`src/design/swnl_ram.sv`:
```
`timescale 1ns / 1ps
module swnl_ram #(
  parameter int WIDTH = 8,
  parameter int DEPTH = 16
) (
  input  logic                     clk,
  input  logic                     we,
  input  logic [$clog2(DEPTH)-1:0] waddr,
  input  logic [WIDTH-1:0]         wdata,
  input  logic [$clog2(DEPTH)-1:0] raddr,
  output logic [WIDTH-1:0]         rdata
);
  logic [WIDTH-1:0] mem [DEPTH];
  always_ff @(posedge clk) begin
    if (we) mem[waddr] <= wdata;
    rdata <= mem[raddr];
  end
endmodule

```
`config.mk`:
```
export PLATFORM = sky130hd
export DESIGN_NAME = swnl_ram
export DESIGN_NICKNAME = d
export VERILOG_FILES = /design/src/design/swnl_ram.sv
export SDC_FILE = /design/constraint.sdc
export NUM_CORES = 1
export LEC_CHECK = 0
export ABC_CLOCK_PERIOD_IN_PS = 3400
export BUFFER_PORTS_ARGS = -buffer_cell sky130_fd_sc_hd__buf_2
export CORE_UTILIZATION = 35
export DETAILED_ROUTE_END_ITERATION = 8
export HOLD_SLACK_MARGIN = 0.03
export PLACE_DENSITY = 0.53
export SLEW_MARGIN = 20
export SYNTH_ARGS = -nofsm -noshare
export SYNTH_HDL_FRONTEND = slang
export SYNTH_SLANG_ARGS = --single-unit
```
`constraint.sdc`:
```
create_clock -name clk -period 3.4 [get_ports clk]
set_input_delay 0.51 -clock clk [delete_from_list [all_inputs] [get_ports clk]]
set_output_delay 0.51 -clock clk [all_outputs]
set_load 0.01 [all_outputs]
```
==> results.txt, run 1 <==
----------------------------------------------------
[Synthesis]
  Async set-or-reset flop fraction in the synthesized netlist ... 0%
  Multiplexer fraction of the synthesized cell area ... between 10% and 20%
  Most common library cells after synthesis ... 128 x sky130_fd_sc_hd__edfxtp_1, 18 x sky130_fd_sc_hd__mux4_2, 16 x sky130_fd_sc_hd__a22oi_1, 14 x sky130_fd_sc_hd__mux4_1, 13 x sky130_fd_sc_hd__nor2_1
  Synth Flop Type ... sky130_fd_sc_hd__edfxtp_1
  Simple-gate portion of the synthesized area ... under 10%
  Average cell area after synthesis ... between 20 and 25 um^2
  Complex-gate fraction of the synthesized area ... ~2.3%
  Warning count from the yosys run ... 0
  Dominant combinational cell family by area after synthesis ... multiplexers
  Count of state elements after synthesis ... around 140
  Synth area leaders ... sky130_fd_sc_hd__edfxtp_1 75%, sky130_fd_sc_hd__mux4_2 7.9%, sky130_fd_sc_hd__mux4_1 7.1%
  Area share of the largest cell type after synthesis ... between 70 and 80%
  Synthesized cell area ... around 0.0051 mm^2
  Gate count after technology mapping ... 229
  Number of unique standard cell types used by synthesis ... 19
  Area share of xor/xnor cells in the synthesized design ... 0%
  Adder and majority gate portion of the synthesized area ... 0%
  Most numerous cell in the Yosys netlist ... sky130_fd_sc_hd__edfxtp_1
  Net Count, Synth ... approximately 250
  Biggest area consumer among synthesized cells ... sky130_fd_sc_hd__edfxtp_1
  Number of enable-type register cells in the synthesized netlist ... around 130
  Proportion of synthesized chip area in sequential cells ... just under 80%

[Die]
  Number of core rows ... 43
  Initial standard-cell utilization of the core ... 36.5%
  Top-level port count ... 26
  Chip Height ... between 100 and 150 um
  Die width ... about 120 um
  Overall die area ... 0.0152 mm^2
  Core ar. ... 0.0141 mm^2

[STA]
  Number of hold violations in the final report ... 0
  Max transition margin ... a little under a third
  Shortest clock period the worst path allows after layout ... slightly below 2000 ps
  Max-slew violation total from the final report ... 0
  Clock skew ... approximately 3.1 ps
  Final sum of negative setup slack ... 0 ps
  Slew at the pin with the worst max-slew slack ... 1020 ps
  Fmax ... approximately 500 MHz
  Final setup violation count ... 0
  RSZ-0062 raised after global routing ... false
  Tcrit/Tclk final ... between 50% and 60%

[Power]
  Combinational fraction of design power ... 4.5%
  Net switching power ... 0.768 mW
  Sequential share of power ... between 40% and 50%
  Total internal power ... between 3 and 4 mW
  Proportion of total power due to net switching ... between 10% and 20%
  Max rail drop VDD ... ~0.00048 V
  Power per unit of standard cell area ... ~640 mW/mm^2
  Reported leakage power ... 2.00 nW
  Share of power burned in the clock network ... 46.6%
  Total power after layout ... 3.85 mW

[Clocking]
  Number of buffers created by CTS ... 17
  CTS Buffer Depth ... 2
  Hold-fix buffers at CTS ... 0
  Clock root buffer master ... sky130_fd_sc_hd__clkbuf_16
  Number of buffers inserted to repair setup after CTS ... 0
  Number of clock sinks ... roughly 140
  CTS tree ... done
  Resized cells post-CTS ... 0
  H-tree lvl count ... 4
  Clock Latency Late Sink ... 400 ps
  Clock slew at the register clock pins of the worst setup and hold paths ... 60 ps

[Worst hold path]
  End point of the most critical hold path ... mem[6][3]
  Origin of the worst min-delay path ... wdata[3]
  Hold depth ... 1
  Hold Path Class ... input port to flop

[Placement]
  Final HPWL from detailed placement ... about 6500 um
  Port bufs ... 25
  Global placement routability congestion ... 0.746

[Setup path]
  Critical path peak fanout ... 16
  Type of the worst setup path ... input port to flop
  Minimum setup slack among reg-to-reg paths ... 1890 ps
  Worst R2R End ... rdata[3]
  Type of destination of the critical path ... flop
  Number of cells on the worst reg-to-reg path ... 3
  Arrival time at the worst endpoint ... ~2200 ps
  Worst path required time ... 3680 ps
  Launch point of the worst reg-to-reg path ... mem[1][3]
  Critical Path Start Type ... input port

[Status]
  Result of the run ... finished, final reports clean

[Detailed routing]
  Post-route DRC violation count ... 0
  Mean number of vias per cell ... ~5.1
  Total routed wirelength ... about 10000 um
  Wirelength per Cell ... 22.3 um
  1st-pass router iterations ... 4
  Final ANT Viol Nets ... 0
  Vias after detailed routing ... approximately 2.4k
  Initial DRC count ... 204

[Job]
  Max-cap check violation count ... 0

[Final layout]
  Count of filler cells inserted in the layout ... 1234
  Inserted Diodes ... 0
  Fin nets ... ~290
  Synth-to-layout area growth ... 17.4%
  Fraction of final layout cells with drive strength greater than 1 ... between 20% and 30%

[Global routing]
  Leftover overflow at the end of global routing ... 0
  Antenna violations before repair ... 0
  Vias in the first global route ... ~2.5k
  Wire length of the first global-routing pass ... 15400 um
  Global router's overall resource usage ... ~15%
  Maximum number of pins on one net before global-route repair ... 33

----------------------------------------------------
cells by family (layout without fill, tap and decap cells):
| family | Yosys count | in the layout |
|---|---|---|
| flip-flops | 136 | 136 |
| AND/OR/NAND/NOR | 35 | 35 |
| multiplexers | 32 | 32 |
| AO/OA/AOI/OAI | 16 | 16 |
| buffers and inverters | 10 | 63 |
worst max-delay path: stages:
cell	delay, ps
sky130_fd_sc_hd__buf_2	440
sky130_fd_sc_hd__buf_4	350
sky130_fd_sc_hd__mux4_1	580
sky130_fd_sc_hd__a22oi_1	260
sky130_fd_sc_hd__nand2_1	90
cell type report:
| cell class | count | area [um^2] | area share (%) |
|---|---|---|---|
| timing repair buffer | 31 | 170 | 2.82 |
| clock buffer | 18 | 429 | 7.10 |
| tap | 180 | 225 | 3.73 |
| clock inverter | 14 | 156 | 2.59 |
| sequential | 136 | 4000 | 66.3 |
| multi-input combinational | 83 | 1060 | 17.5 |
worst max-delay path by stage:
stage                     end  depth (start not counted)      from
floorplan           mem[0][0]                          2  waddr[2]
global placement     rdata[1]                          5  raddr[0]
detailed placement   rdata[1]                          5  raddr[0]
CTS                  rdata[1]                          5  raddr[0]
global route         rdata[1]                          5  raddr[0]
finish               rdata[1]                          5  raddr[0]
through the flow:
stage	util, %	setup WS [ps]	instances	hold WS, ps	cell area (um^2)
2_1_floorplan	-	1400	229	609	5150
3_3_place_gp	38.7	982	430	650	5460
3_5_place_dp	38.7	983	430	660	5460
4_1_cts	42.9	1410	462	478	6040
5_1_grt	42.9	1300	462	497	6040
6_report	42.9	1440	462	493	6040
per-layer routing:
layer,vias up,track usage [%],share of wire (%)
met2,63,23.0,47
met1,1238,21.4,47
met3,6,4.01,5.3
met5,-,0,0
met4,0,4.97,0.69
li1,1054,-,-
state kept, by name, summed over array words and instances, names as in the netlist:
register / flops
mem: 128
rdata: 8
cell usage in the layout, fill, tap and decap left out:
cell type	Yosys	routed
sky130_fd_sc_hd__edfxtp_1	128	128
sky130_fd_sc_hd__buf_2	3	25
sky130_fd_sc_hd__mux4_2	18	18
sky130_fd_sc_hd__clkbuf_16	0	17
sky130_fd_sc_hd__a22oi_1	16	16
sky130_fd_sc_hd__mux4_1	14	14
sky130_fd_sc_hd__nor2_1	13	13
sky130_fd_sc_hd__nand2_1	9	9
sky130_fd_sc_hd__dfxtp_1	8	8
sky130_fd_sc_hd__buf_4	1	6
sky130_fd_sc_hd__nor3_1	4	4
sky130_fd_sc_hd__clkinv_1	0	3
sky130_fd_sc_hd__clkinvlp_4	0	3
sky130_fd_sc_hd__clkinv_2	0	3
sky130_fd_sc_hd__bufinv_16	0	3
sky130_fd_sc_hd__nand3b_1	2	2
sky130_fd_sc_hd__nand2b_1	2	2
sky130_fd_sc_hd__nor2b_1	1	1
sky130_fd_sc_hd__and2_1	1	1
sky130_fd_sc_hd__and2b_1	1	1
sky130_fd_sc_hd__nand3_1	1	1
sky130_fd_sc_hd__or3b_2	1	1
sky130_fd_sc_hd__clkinv_4	0	1
sky130_fd_sc_hd__clkbuf_1	0	1
sky130_fd_sc_hd__inv_6	0	1
power by group through the flow:
stage	registers, mW	logic [mW]	clock network, mW
finish	1.88	0.173	1.80
CTS	1.89	0.176	1.83
floorplan	1.92	0.0951	0
detailed placement	1.92	0.176	0
global route	1.89	0.189	1.90
global placement	1.92	0.173	0
No activity file was read; power rests on OpenSTA's default activity.
==> run 2: changes to the inputs <==
ABC_CLOCK_PERIOD_IN_PS = 1600   (was 3400)
PLACE_DENSITY = 0.55   (was 0.53)
clock period = 1.6 ns   (was 3.4 ns; I/O delays follow)
==> results.txt, run 2 (synthesized netlist as in run 1, its figures left out) <==
----------------------------------------------------
[Clocking]
  Number of clock sinks ... 136 (unchanged)
  Number of buffers inserted to repair setup after CTS ... 0 (unchanged)
  CTS Buffer Depth ... 2 (unchanged)
  Resized cells post-CTS ... 0 (unchanged)
  CTS tree ... done (unchanged)
  Clock root buffer master ... sky130_fd_sc_hd__clkbuf_16 (unchanged)
  Number of buffers created by CTS ... 17 (unchanged)
  Hold-fix buffers at CTS ... 0 (unchanged)
  Clock Latency Late Sink ... 410 ps (was 400 ps)
  Clock slew at the register clock pins of the worst setup and hold paths ... 60 ps (about the same)
  H-tree lvl count ... 4 (unchanged)

[Setup path]
  CP max stage cell ... sky130_fd_sc_hd__mux4_2 (was sky130_fd_sc_hd__mux4_1)
  Critical path cell sequence ... mux4_2 > a22oi_1 > nand2_1 (was buf_2 > buf_4 > mux4_1 > a22oi_1 > nand2_1)
  Critical path peak fanout ... 1 (was 16)
  Type of the worst setup path ... flop to flop (was input port to flop)
  Arrival time at the worst endpoint ... 1660 ps (was 2240 ps)
  Minimum setup slack among reg-to-reg paths ... 240 ps (was 1890 ps)
  Max stage delay on crit path ... 470 ps (was 580 ps)
  Worst path required time ... 1900 ps (was 3680 ps)
  Type of destination of the critical path ... flop (unchanged)
  Critical Path Start Type ... flop (was input port)
  Number of cells on the worst reg-to-reg path ... 3 (unchanged)

[Power]
  Share of power burned in the clock network ... 43.7% (was 46.6%)
  Sequential share of power ... 51.1% (was 48.9%)
  Max rail drop VDD ... 0.000625 V (was 0.000483 V)
  Combinational fraction of design power ... 5.2% (was 4.5%)
  Power per unit of standard cell area ... 1260 mW/mm^2 (was 638 mW/mm^2)
  Total internal power ... 6.24 mW (was 3.09 mW)
  Proportion of total power due to net switching ... 20.4% (was 19.9%)
  Net switching power ... 1.60 mW (was 0.768 mW)
  Reported leakage power ... 2.13 nW (was 2.00 nW)

[STA]
  Number of hold violations in the final report ... 0 (unchanged)
  Slew at the pin with the worst max-slew slack ... 842 ps (was 1020 ps)
  Shortest clock period the worst path allows after layout ... around 1400 ps
  Tcrit/Tclk final ... roughly 85%
  Clock skew ... 4.36 ps (was 3.14 ps)
  RSZ-0062 raised after global routing ... false (unchanged)
  Max transition margin ... 43.7% (was 31.7%)
  WHS ... 220 ps (was 493 ps)
  Fmax ... ~730 MHz
  Max-slew violation total from the final report ... 0 (unchanged)
  Final setup violation count ... 0 (unchanged)

[Global routing]
  Leftover overflow at the end of global routing ... 0 (unchanged)
  Global router's overall resource usage ... 15.9% (was 15.2%)
  Wire length of the first global-routing pass ... 16200 um (was 15400 um)
  Antenna violations before repair ... 0 (unchanged)
  Vias in the first global route ... 2607 (was 2483)
  Maximum number of pins on one net before global-route repair ... 28 (was 33)

[Detailed routing]
  Initial DRC count ... 157 (was 204)
  Total routed wirelength ... 10600 um (was 10300 um)
  Wirelength per Cell ... 21.8 um (was 22.3 um)
  Vias after detailed routing ... 2489 (was 2361)
  1st-pass router iterations ... 6 (was 4)
  Post-route DRC violation count ... 0 (unchanged)
  Mean number of vias per cell ... 5.11 (about the same)
  Final ANT Viol Nets ... 0 (unchanged)

[Final layout]
  Fraction of final layout cells with drive strength greater than 1 ... 32.9% (was 27.7%)
  Fin nets ... 312 (was 287)
  Synth-to-layout area growth ... 20.6% (was 17.4%)
  Final Instance Area ... 0.00621 mm^2 (was 0.00604 mm^2)
  Most frequent standard cell in the layout excluding fill and tap cells ... sky130_fd_sc_hd__edfxtp_1 (unchanged)
  Regs by FF count ... mem x128, rdata x8 (unchanged)
  Flip-flop count of the largest register, all copies and words added ... 128 (unchanged)
  Inserted Diodes ... 0 (unchanged)
  Largest Register ... mem (unchanged)
  Commonest cells after routing, fill and taps aside ... 128 x sky130_fd_sc_hd__edfxtp_1, 28 x sky130_fd_sc_hd__buf_4, 25 x sky130_fd_sc_hd__buf_2 (was 128 x sky130_fd_sc_hd__edfxtp_1, 25 x sky130_fd_sc_hd__buf_2, 18 x sky130_fd_sc_hd__mux4_2)

[Die]
  Core ar. ... 0.0141 mm^2 (unchanged)
  Chip Height ... 123 um (unchanged)
  Initial standard-cell utilization of the core ... 36.5% (unchanged)
  Top-level port count ... 26 (unchanged)
  Number of core rows ... 43 (unchanged)
  Overall die area ... 0.0152 mm^2 (unchanged)
  Die width ... 123 um (unchanged)

[Worst hold path]
  Hold Path Class ... input port to flop (unchanged)
  Hold depth ... 1 (unchanged)

[Placement]
  Port bufs ... 25 (unchanged)
  Final HPWL from detailed placement ... 6830 um (was 6450 um)
  Total placed instance area ... 0.00569 mm^2 (was 0.00546 mm^2)
  Global placement routability congestion ... 0.695 (was 0.746)

[Job]
  Max-cap check violation count ... 0 (unchanged)

[Status]
  Result of the run ... finished, final reports clean (unchanged)

----------------------------------------------------
-- run 2: critical path: cells and delay by family, from the launching register on --
family | cells | cell delay [ps]
muxes | 1 | 470
AOI/OAI and AO/OA | 1 | 310
and+or+nand+nor | 1 | 90
DFF | 1 | 390
-- run 2: final cells by class --
type                    instances  area [um^2]
fillers                      1254         7890
flip-flops and latches        136         4000
multi-input cells              83         1060
clock buffers                  18          429
repair buffers                 56          395
well taps                     180          225
clock inverters                14         90.1
-- run 2: power by group through the flow --
stage / Sequential (mW) / Clock (mW) / Combinational [mW]
2_1_floorplan: 4.09 / 0 / 0.202
3_3_place_gp: 4.08 / 0 / 0.410
3_5_place_dp: 4.08 / 0 / 0.416
4_1_cts: 4.01 / 3.47 / 0.416
5_1_grt: 4.02 / 3.64 / 0.441
6_report: 4.01 / 3.42 / 0.407
-- run 2: routing by layer --
layer	global-route usage [%]	part of all wire, %	vias to the layer above
li1	-	-	1104
met1	22.1	46	1294
met4	8.13	2.4	0
met5	0	0	-
met2	23.3	47	72
met3	3.69	4.4	19
-- run 2: worst paths after layout --
kind	from	to
worst max-delay path	mem[2][7]	rdata[7]
worst min-delay path	wdata[0]	mem[15][0]
worst max register to register	mem[2][7]	rdata[7]
worst min register to register	mem[15][7]	rdata[7]
-- run 2: metrics by stage --
| step | instances | TNS [ps] | utilization (%) | setup slack, ps | power (mW) |
|---|---|---|---|---|---|
| final | 487 | 0 | 44.0 | 235 | 7.84 |
| after global routing | 487 | 0 | 44.0 | 188 | 8.09 |
| after CTS | 487 | 0 | 44.0 | 237 | 7.90 |
| after detailed placement | 455 | -493 | 40.3 | -177 | 4.50 |
| after global placement | 455 | -512 | 40.3 | -158 | 4.49 |
| after floorplan | 229 | 0 | - | 93.9 | 4.29 |
